===== config.mk =====
export PLATFORM = sky130hd
export DESIGN_NAME = fieldbus_link_phase_supervisor
export DESIGN_NICKNAME = d
export VERILOG_FILES = /design/src/design/flps_pkg.sv /design/src/design/flps_regs.sv /design/src/design/flps_core.sv /design/src/design/fieldbus_link_phase_supervisor.sv
export SDC_FILE = /design/constraint.sdc
export NUM_CORES = 1
export LEC_CHECK = 0
export BUFFER_PORTS_ARGS = -buffer_cell sky130_fd_sc_hd__buf_2
export CELL_PAD_IN_SITES_DETAIL_PLACEMENT = 1
export CELL_PAD_IN_SITES_GLOBAL_PLACEMENT = 2
export CORE_MARGIN = 2
export CORE_UTILIZATION = 44
export CTS_BUF_LIST = sky130_fd_sc_hd__clkbuf_8
export DETAILED_ROUTE_END_ITERATION = 8
export GPL_TIMING_DRIVEN = 0
export PLACE_DENSITY_LB_ADDON = 0.3
export SYNTH_ARGS = -nofsm -noshare
export SYNTH_HDL_FRONTEND = slang
export SYNTH_SLANG_ARGS = --single-unit

===== constraint.sdc =====
create_clock -name clk -period 26.9 [get_ports clk]
set_input_delay 1.345 -clock clk [delete_from_list [all_inputs] [get_ports clk]]
set_output_delay 1.345 -clock clk [all_outputs]
set_load 0.01 [all_outputs]

===== src/design/flps_pkg.sv =====
// Package for the fieldbus link phase supervisor.
// Holds the phase and event codes, register indexes, config and result types.
// No dependencies.
package flps_pkg;

	typedef enum logic [1:0] {
		PHASE_PRIME = 2'd0,
		PHASE_WAIT  = 2'd1,
		PHASE_LOCK  = 2'd2,
		PHASE_RUN   = 2'd3
	} phase_t;

	typedef enum logic [2:0] {
		EV_NONE       = 3'd0,
		EV_PRIME_DONE = 3'd1,
		EV_STABLE     = 3'd2,
		EV_LOCKED     = 3'd3,
		EV_LOCK_LOST  = 3'd4,
		EV_RUN_LOST   = 3'd5,
		EV_RUN_BAD    = 3'd6
	} event_t;

	typedef enum logic [2:0] {
		REG_PRIME_TICKS    = 3'd0,
		REG_CHECK_INTERVAL = 3'd1,
		REG_STABLE_NEEDED  = 3'd2,
		REG_LOCK_DELAY     = 3'd3,
		REG_BAD_LIMIT      = 3'd4,
		REG_RATIO_NUM      = 3'd5,
		REG_RATIO_DEN      = 3'd6,
		REG_SYNC_INTERVAL  = 3'd7
	} reg_idx_t;

	localparam logic [15:0] RST_PRIME_TICKS    = 16'd2000;
	localparam logic [15:0] RST_CHECK_INTERVAL = 16'd50;
	localparam logic [7:0]  RST_STABLE_NEEDED  = 8'd20;
	localparam logic [15:0] RST_LOCK_DELAY     = 16'd100;
	localparam logic [7:0]  RST_BAD_LIMIT      = 8'd3;
	localparam logic [7:0]  RST_RATIO_NUM      = 8'd9;
	localparam logic [7:0]  RST_RATIO_DEN      = 8'd10;
	localparam logic [7:0]  RST_SYNC_INTERVAL  = 8'd10;

	typedef struct packed {
		logic [15:0] prime_ticks;
		logic [15:0] check_interval;
		logic [7:0]  stable_checks_needed;
		logic [15:0] lock_delay_checks;
		logic [7:0]  bad_count_limit;
		logic [7:0]  ratio_numerator;
		logic [7:0]  ratio_denominator;
		logic [7:0]  run_sync_interval;
	} cfg_t;

	typedef struct packed {
		event_t      event_code;
		logic [15:0] locked_count;
		logic        check_tick;
		logic        sync_pulse;
		logic        motion_active;
		phase_t      phase_now;
	} result_t;

endpackage


===== src/design/flps_regs.sv =====
// Configuration register file of the fieldbus link phase supervisor.
// APB-style write and read access; depends on flps_pkg.
module flps_regs
	import flps_pkg::*;
(
	input  logic        clk,
	input  logic        arst_n,
	input  logic        psel,
	input  logic        penable,
	input  logic        pwrite,
	input  logic [4:0]  paddr,
	input  logic [31:0] pwdata,
	output logic [31:0] prdata,
	output logic        pready,
	output cfg_t        cfg
);

	cfg_t     cfg_q;
	reg_idx_t idx;
	logic     wr_en;

	assign pready = 1'b1;
	assign idx    = reg_idx_t'(paddr[4:2]);
	assign wr_en  = psel && penable && pwrite && pready;
	assign cfg    = cfg_q;

	always_ff @(posedge clk or negedge arst_n) begin
		if (!arst_n) begin
			cfg_q.prime_ticks          <= RST_PRIME_TICKS;
			cfg_q.check_interval       <= RST_CHECK_INTERVAL;
			cfg_q.stable_checks_needed <= RST_STABLE_NEEDED;
			cfg_q.lock_delay_checks    <= RST_LOCK_DELAY;
			cfg_q.bad_count_limit      <= RST_BAD_LIMIT;
			cfg_q.ratio_numerator      <= RST_RATIO_NUM;
			cfg_q.ratio_denominator    <= RST_RATIO_DEN;
			cfg_q.run_sync_interval    <= RST_SYNC_INTERVAL;
		end else if (wr_en) begin
			unique case (idx)
				REG_PRIME_TICKS:    cfg_q.prime_ticks          <= pwdata[15:0];
				REG_CHECK_INTERVAL: cfg_q.check_interval       <= pwdata[15:0];
				REG_STABLE_NEEDED:  cfg_q.stable_checks_needed <= pwdata[7:0];
				REG_LOCK_DELAY:     cfg_q.lock_delay_checks    <= pwdata[15:0];
				REG_BAD_LIMIT:      cfg_q.bad_count_limit      <= pwdata[7:0];
				REG_RATIO_NUM:      cfg_q.ratio_numerator      <= pwdata[7:0];
				REG_RATIO_DEN:      cfg_q.ratio_denominator    <= pwdata[7:0];
				REG_SYNC_INTERVAL:  cfg_q.run_sync_interval    <= pwdata[7:0];
				default: ;
			endcase
		end
	end

	always_comb begin
		unique case (idx)
			REG_PRIME_TICKS:    prdata = {16'd0, cfg_q.prime_ticks};
			REG_CHECK_INTERVAL: prdata = {16'd0, cfg_q.check_interval};
			REG_STABLE_NEEDED:  prdata = {24'd0, cfg_q.stable_checks_needed};
			REG_LOCK_DELAY:     prdata = {16'd0, cfg_q.lock_delay_checks};
			REG_BAD_LIMIT:      prdata = {24'd0, cfg_q.bad_count_limit};
			REG_RATIO_NUM:      prdata = {24'd0, cfg_q.ratio_numerator};
			REG_RATIO_DEN:      prdata = {24'd0, cfg_q.ratio_denominator};
			REG_SYNC_INTERVAL:  prdata = {24'd0, cfg_q.run_sync_interval};
			default:            prdata = 32'd0;
		endcase
	end

endmodule


===== src/design/flps_core.sv =====
// Tick processing of the fieldbus link phase supervisor: counters, sync divider,
// working counter check and phase machine. Depends on flps_pkg.
module flps_core
	import flps_pkg::*;
(
	input  logic        clk,
	input  logic        arst_n,
	input  logic        advance,
	input  logic        ops,
	input  logic [15:0] wc,
	input  cfg_t        cfg,
	output result_t     res
);

	phase_t      phase_q, phase_d;
	logic [15:0] tick_q, tick_d;
	logic [15:0] intv_q, intv_d;
	logic [7:0]  stable_q, stable_d;
	logic [15:0] lock_q, lock_d;
	logic [7:0]  bad_q, bad_d;
	logic [15:0] expect_q, expect_d;
	logic        motion_q, motion_d;
	logic [7:0]  sdiv_q, sdiv_d;
	logic [7:0]  sint_q, sint_d;

	logic [15:0] ci;
	logic [15:0] intv_inc;
	logic [8:0]  sdiv_inc;
	logic [23:0] lhs, rhs;
	logic        cnt_good, good, check, pulse;
	event_t      ev;

	always_ff @(posedge clk or negedge arst_n) begin
		if (!arst_n) begin
			phase_q  <= PHASE_PRIME;
			tick_q   <= 16'd0;
			intv_q   <= 16'd0;
			stable_q <= 8'd0;
			lock_q   <= 16'd0;
			bad_q    <= 8'd0;
			expect_q <= 16'd0;
			motion_q <= 1'b0;
			sdiv_q   <= RST_SYNC_INTERVAL;
			sint_q   <= RST_SYNC_INTERVAL;
		end else if (advance) begin
			phase_q  <= phase_d;
			tick_q   <= tick_d;
			intv_q   <= intv_d;
			stable_q <= stable_d;
			lock_q   <= lock_d;
			bad_q    <= bad_d;
			expect_q <= expect_d;
			motion_q <= motion_d;
			sdiv_q   <= sdiv_d;
			sint_q   <= sint_d;
		end
	end

	assign lhs      = 24'(wc) * 24'(cfg.ratio_denominator);
	assign rhs      = 24'(expect_q) * 24'(cfg.ratio_numerator);
	assign cnt_good = (expect_q == 16'd0) ? (wc != 16'd0) : (lhs >= rhs);
	assign good     = ops && cnt_good;

	always_comb begin
		phase_d  = phase_q;
		stable_d = stable_q;
		lock_d   = lock_q;
		bad_d    = bad_q;
		expect_d = expect_q;
		motion_d = motion_q;
		ev       = EV_NONE;

		tick_d   = (tick_q == 16'hFFFF) ? tick_q : tick_q + 16'd1;
		ci       = (cfg.check_interval == 16'd0) ? 16'd1 : cfg.check_interval;
		intv_inc = intv_q + 16'd1;
		check    = intv_inc >= ci;
		intv_d   = check ? 16'd0 : intv_inc;

		sdiv_inc = {1'b0, sdiv_q} + 9'd1;
		pulse    = sdiv_inc >= {1'b0, sint_q};
		sdiv_d   = pulse ? 8'd0 : sdiv_inc[7:0];
		sint_d   = motion_q ? cfg.run_sync_interval : 8'd1;

		if (check) begin
			unique case (phase_q)
				PHASE_PRIME: begin
					if (tick_d >= cfg.prime_ticks) begin
						phase_d  = PHASE_WAIT;
						stable_d = 8'd0;
						lock_d   = 16'd0;
						bad_d    = 8'd0;
						expect_d = 16'd0;
						ev       = EV_PRIME_DONE;
					end
				end
				PHASE_WAIT: begin
					if (good) begin
						if (stable_q < cfg.stable_checks_needed)
							stable_d = stable_q + 8'd1;
					end else begin
						stable_d = 8'd0;
					end
					if (stable_d >= cfg.stable_checks_needed) begin
						if (expect_q == 16'd0)
							expect_d = wc;
						phase_d = PHASE_LOCK;
						lock_d  = 16'd0;
						bad_d   = 8'd0;
						ev      = EV_STABLE;
					end
				end
				PHASE_LOCK: begin
					if (good) begin
						if (lock_q != 16'hFFFF)
							lock_d = lock_q + 16'd1;
						if (lock_d >= cfg.lock_delay_checks) begin
							phase_d  = PHASE_RUN;
							motion_d = 1'b1;
							bad_d    = 8'd0;
							ev       = EV_LOCKED;
						end
					end else begin
						phase_d  = PHASE_WAIT;
						stable_d = 8'd0;
						lock_d   = 16'd0;
						bad_d    = 8'd0;
						motion_d = 1'b0;
						ev       = EV_LOCK_LOST;
					end
				end
				PHASE_RUN: begin
					if (!ops) begin
						phase_d  = PHASE_WAIT;
						stable_d = 8'd0;
						lock_d   = 16'd0;
						bad_d    = 8'd0;
						motion_d = 1'b0;
						ev       = EV_RUN_LOST;
					end else if (!cnt_good) begin
						if (bad_q != 8'hFF)
							bad_d = bad_q + 8'd1;
						if (bad_d >= cfg.bad_count_limit) begin
							phase_d  = PHASE_WAIT;
							stable_d = 8'd0;
							lock_d   = 16'd0;
							bad_d    = 8'd0;
							motion_d = 1'b0;
							ev       = EV_RUN_BAD;
						end
					end else begin
						bad_d = 8'd0;
					end
				end
				default: ;
			endcase
		end

		res.phase_now     = phase_d;
		res.motion_active = motion_d && (phase_d == PHASE_RUN);
		res.sync_pulse    = pulse;
		res.check_tick    = check;
		res.locked_count  = expect_d;
		res.event_code    = ev;
	end

endmodule


===== src/design/fieldbus_link_phase_supervisor.sv =====
// Top level of the fieldbus link phase supervisor.
// Depends on flps_pkg, flps_regs and flps_core.
//
// channel  | dir | tdata fields (low bit first)                       | width
// s_axis   | in  | all_slaves_op, wkc, zero pad                       | 24
// m_axis   | out | phase_now, motion_active, sync_pulse, check_tick,  | 24
//          |     | locked_count, event_code                           |
// apb      | in  | eight registers at byte address 4*index            | 32
//
// One tick per clock unless m_axis stalls; ticks pass the input, then the result register.
// Tick input register feeds the core logic; its state updates as the result register loads.
// The input stage holds one transaction while the result waits, so a stalled
// output still takes one more tick before s_axis_tready drops.
// Reset restores config, valid flags and core state, and the phase machine to prime phase.
module fieldbus_link_phase_supervisor
	import flps_pkg::*;
(
	input  logic        clk,
	input  logic        arst_n,
	input  logic        s_axis_tvalid,
	output logic        s_axis_tready,
	input  logic [23:0] s_axis_tdata,   // [0] all_slaves_op, [16:1] wkc
	output logic        m_axis_tvalid,
	input  logic        m_axis_tready,
	output logic [23:0] m_axis_tdata,   // [1:0] phase_now, [2] motion_active, [3] sync_pulse,
	                                    // [4] check_tick, [20:5] locked_count, [23:21] event_code
	input  logic        psel,
	input  logic        penable,
	input  logic        pwrite,
	input  logic [4:0]  paddr,
	input  logic [31:0] pwdata,
	output logic [31:0] prdata,
	output logic        pready
);

	cfg_t        cfg;
	result_t     res;
	result_t     res_q;
	logic        valid_s1, valid_q, advance;
	logic        ops_s1;
	logic [15:0] wc_s1;

	flps_regs u_regs (
		.clk     (clk),
		.arst_n  (arst_n),
		.psel    (psel),
		.penable (penable),
		.pwrite  (pwrite),
		.paddr   (paddr),
		.pwdata  (pwdata),
		.prdata  (prdata),
		.pready  (pready),
		.cfg     (cfg)
	);

	flps_core u_core (
		.clk     (clk),
		.arst_n  (arst_n),
		.advance (advance),
		.ops     (ops_s1),
		.wc      (wc_s1),
		.cfg     (cfg),
		.res     (res)
	);

	assign advance       = valid_s1 && (!valid_q || m_axis_tready);
	assign s_axis_tready = !valid_s1 || advance;
	assign m_axis_tvalid = valid_q;
	assign m_axis_tdata  = {res_q.event_code, res_q.locked_count, res_q.check_tick,
		res_q.sync_pulse, res_q.motion_active, res_q.phase_now};

	always_ff @(posedge clk or negedge arst_n) begin
		if (!arst_n) begin
			valid_s1 <= 1'b0;
			valid_q  <= 1'b0;
		end else begin
			if (s_axis_tready)
				valid_s1 <= s_axis_tvalid;
			if (advance)
				valid_q <= 1'b1;
			else if (m_axis_tready)
				valid_q <= 1'b0;
		end
	end

	always_ff @(posedge clk) begin
		if (s_axis_tvalid && s_axis_tready) begin
			ops_s1 <= s_axis_tdata[0];
			wc_s1  <= s_axis_tdata[16:1];
		end
		if (advance)
			res_q <= res;
	end

endmodule

==> flow_summary_export.csv <==
group,metric,value,unit
timing,fin_crit_sh,40.5,%
setup_path,cp.required,27.25,ns
power_and_ir_drop,power_frac_seq,27.4,%
layout,layout.nets,2931,
setup_path,cp-end-kind,"flip-flop",
power_and_ir_drop,p_clk_share,22.2,%
yosys,async_flop_share,82.2,%
yosys,yosysWarnings,0,
global_routing,grtUsageTotal,26.7,%
floorplan,core_area,48600,um2
detailed_routing,drtAntennaViolNets,0,
floorplan,die_h,225,um
timing,tightest_slew,1.19,ns
cts,htreeDepth,2,
yosys,synth_top_cell_by_area,"dfrtp_1",
global_routing,antenna_found_initial,0,
floorplan,row_count,81,
setup_path,critPathTopFamily,"compound AO/OA/AOI/OAI gates",
setup_path,critPathSlowestCell,"dfrtp_1",
cts,postCtsHoldBufs,0,
cts,path_clk_slew,0.06,ns
setup_path,worstSetupStartpointType,"flip-flop",
cts,cts_setup_buffers,0,
timing,maxSlewHeadroom,19.9,%
cts,cts_buffers,44,
detailed_routing,dr.first_iter.drc_count,741,
setup_path,crit_buf_inv,6,
yosys,ys.flop_type,"dfrtp_1",
global_routing,grt_overflow,0,
layout,drive_above_1_share,10.6,%
cts,insertion_delay,0.66,ns
timing,drv_slew,0,
yosys,synth_area,21600,um2
layout,area_growth,10.4,%
timing,clock_skew,0.0606,ns
cts,max-clock-path-buffers,3,
yosys,synth_area_leaders,"dfrtp_1, fa_1, ha_1",
setup_path,r2r_cells,37,
detailed_routing,via_per_inst,5.55,
detailed_routing,routed-wl-met3,2370,um
floorplan,die_w,225,um
min_path,hold_class,"reg2reg",
setup_path,regToRegEndpoint,"m_axis_tdata[15]$_DFFE_PP_",
timing,max_freq,91.9,MHz
timing,fin_crit,10.88,ns
setup_path,r2r_start,"u_regs.cfg[15]$_DFFE_PN0P_",
place,dp_hpwl,50600,um
yosys,syn-instance-count,2351,
min_path,min_to,"u_core.sint_q[3]$_DFFE_PN1P_",
floorplan,die_area,50800,um2
cts,cts_resized,0,
yosys,synthSimpleGateAreaFrac,18.1,%
cts,root_buffer,"clkbuf_8",
yosys,synth_xor_area_share,3.90,%
power_and_ir_drop,p_switching,0.000717,W
power_and_ir_drop,vdd_ir_drop_max,0.0000530,V
floorplan,num_io_pins,127,
detailed_routing,drcViolationCount,0,
floorplan,start_util,44.4,%
cts,numClockSinks,230,
power_and_ir_drop,power_frac_comb,50.4,%
global_routing,grt_max_degree,106,
yosys,synth-edff-count,41,
setup_path,crit_arrival,11.24,ns
power_and_ir_drop,p_sw_share,42.8,%
run,drv_cap,0,
power_and_ir_drop,p_int,0.000957,W
timing,setup-tns-final,0,ns
min_path,min_from,"u_regs.cfg[3]$_DFFE_PN1P_",
detailed_routing,wl_met1,27200,um
cts,cts_tree,"built",
detailed_routing,firstDrtPassIters,5,
setup_path,crit_path_max_fanout,10,
detailed_routing,top_layer,"met4",
yosys,synth_top_family_by_area,"adder cells",
detailed_routing,wl,65400,um
yosys,yosysSeqAreaShare,27.8,%
yosys,synth_top_area_share,18.9,%
power_and_ir_drop,p_total,0.00167,W
detailed_routing,vias,17500,
place,gp_congestion,0.923,
setup_path,rrSetupSlack,16.02,ns
global_routing,grt_pass1_wl,105000,um
setup_path,slowest_delay,0.61,ns
min_path,holdPathStages,2,
detailed_routing,wl_per_cell,20.7,um
detailed_routing,wl_met2,33300,um
timing,setup_viol,0,
global_routing,grt_pass1_vias,19200,
timing,finalHoldViolations,0,
yosys,synth_cell_types,76,
setup_path,cp_common_cell,"fa_1",
power_and_ir_drop,power.density,70.2,nW/um2
yosys,synth_compound_area_share,12.4,%
power_and_ir_drop,power_leakage,11.7,nW
layout,n_antenna_cell,0,
place,portBuffers,84,
timing,grt_setup_unrepaired,"false",
yosys,synth.area.mux_share,3.15,%
run_status,status,"finished clean",
yosys,synthAdderAreaFrac,27.0,%
yosys,ys_ff_latch,230,
setup_path,criticalPathCategory,"reg2reg",
yosys,avgSynthCellArea,9.18,um2
-- logic make-up (layout without fill, tap and decap cells) --
| kind of cell | count (synthesis) | after routing |
|---|---|---|
| other | 2 | 17 |
| AO/OA/AOI/OAI | 416 | 416 |
| multiplexers | 58 | 58 |
| buffers and inverters | 413 | 581 |
| XOR/XNOR | 96 | 96 |
| adder cells (fa/ha/maj) | 365 | 365 |
| AND/OR/NAND/NOR | 771 | 771 |
| flip-flops | 230 | 230 |
-- power groups by stage --
stage	Sequential (W)	Combinational [W]	Clock, W
6_report	0.000458	0.000844	0.000371
4_1_cts	0.000458	0.000860	0.000380
3_3_place_gp	0.000461	0.000811	0
5_1_grt	0.000464	0.000979	0.000395
3_5_place_dp	0.000463	0.000846	0
2_1_floorplan	0.000440	0.000614	0
-- final cells by class --
class	count	area (um2)
fillers	5720	24800
flip-flops and latches	230	5990
well taps	622	778
multi-input cells	1723	14000
clock buffers	53	729
plain buffers	123	563
clock inverters	29	201
inverters	290	1090
repair buffers	86	485
-- worst register-to-register path, delay by kind of cell, from the launching register on --
family | cells | cell delay [ns]
buf+inv | 6 | 1.09
flops | 1 | 0.61
fa+ha+maj | 7 | 3.15
simple gates | 7 | 1.35
xor+xnor | 1 | 0.11
compound gates | 16 | 4.31
-- how the worst max path moves through the flow --
| stage | start | end | slack [ns] | cells after the start |
|---|---|---|---|---|
| final | u_regs.cfg[15]$_DFFE_PN0P_ | m_axis_tdata[15]$_DFFE_PP_ | 16.02 | 37 |
| after global routing | u_regs.cfg[15]$_DFFE_PN0P_ | m_axis_tdata[15]$_DFFE_PP_ | 15.42 | 38 |
| after CTS | u_regs.cfg[15]$_DFFE_PN0P_ | m_axis_tdata[15]$_DFFE_PP_ | 16.01 | 37 |
| after detailed placement | u_regs.cfg[15]$_DFFE_PN0P_ | m_axis_tdata[15]$_DFFE_PP_ | 16.15 | 37 |
| after global placement | u_regs.cfg[15]$_DFFE_PN0P_ | m_axis_tdata[15]$_DFFE_PP_ | 16.22 | 37 |
| after floorplan | u_regs.cfg[11]$_DFFE_PN1P_ | m_axis_tdata[10]$_DFFE_PP_ | 18.39 | 38 |
-- cells in the final DEF, fill, tap and decap left out, types with 14 or more instances in the layout --
master    instances
a21o_1           33
a21oi_1          79
a22o_1           45
and2_1          206
and3_1           25
buf_2            93
buf_4            17
clkbuf_1         85
clkbuf_8         53
conb_1           17
dfrtp_1         163
dfstp_2          26
edfxtp_1         41
fa_1            168
ha_1            197
inv_1           307
mux2_2           39
mux2i_1          15
nand2_1         237
nand2b_1         32
nand3_1          60
nand4_1          15
nor2_1          108
nor3_1           25
nor4_1           16
o21ai_0         134
o21ai_1          14
xnor2_1          61
xor2_1           35
-- per-stage QoR --
stage / instance area [um2] / cells / setup WS [ns] / hold slack, ns / utilization (%)
CTS: 23800 / 3156 / 16.01 / 0.496 / 49.0
global route: 23800 / 3156 / 15.42 / 0.515 / 49.0
detailed placement: 22900 / 3074 / 16.15 / 0.494 / 47.1
global placement: 22800 / 3072 / 16.22 / 0.464 / 46.9
finish: 23800 / 3156 / 16.02 / 0.498 / 49.0
floorplan: 21600 / 2366 / 18.39 / 0.457 / -
-- sequential cells by signal, indices dropped and copies added, names as in the netlist, 8 cells and up --
| register | count |
|---|---|
| m_axis_tdata | 24 |
| u_core.bad_q | 8 |
| u_core.expect_q | 16 |
| u_core.intv_q | 16 |
| u_core.lock_q | 16 |
| u_core.sdiv_q | 8 |
| u_core.sint_q | 8 |
| u_core.stable_q | 8 |
| u_core.tick_q | 16 |
| u_regs.cfg | 88 |
| wc_s1 | 16 |
-- routing by layer --
layer	vias to the layer above	track usage [%]
li1	8116	-
met2	342	48.1
met4	0	10.8
met1	8921	32.3
met5	-	0
met3	124	3.43
-- cells in the mapped netlist (14+ instances only) --
cell / number
nor4_1: 16
nand2_1: 237
clkbuf_1: 86
dfstp_2: 26
xor2_1: 35
ha_1: 197
inv_1: 288
xnor2_1: 61
buf_4: 17
edfxtp_1: 41
mux2_2: 39
o21ai_0: 134
dfrtp_1: 163
fa_1: 168
and3_1: 25
o21ai_1: 14
nand2b_1: 32
nor2_1: 108
nand3_1: 60
a22o_1: 45
and2_1: 206
nor3_1: 25
a21oi_1: 79
nand4_1: 15
a21o_1: 33
mux2i_1: 15
Note: power is estimated with default switching activity, not from simulation.
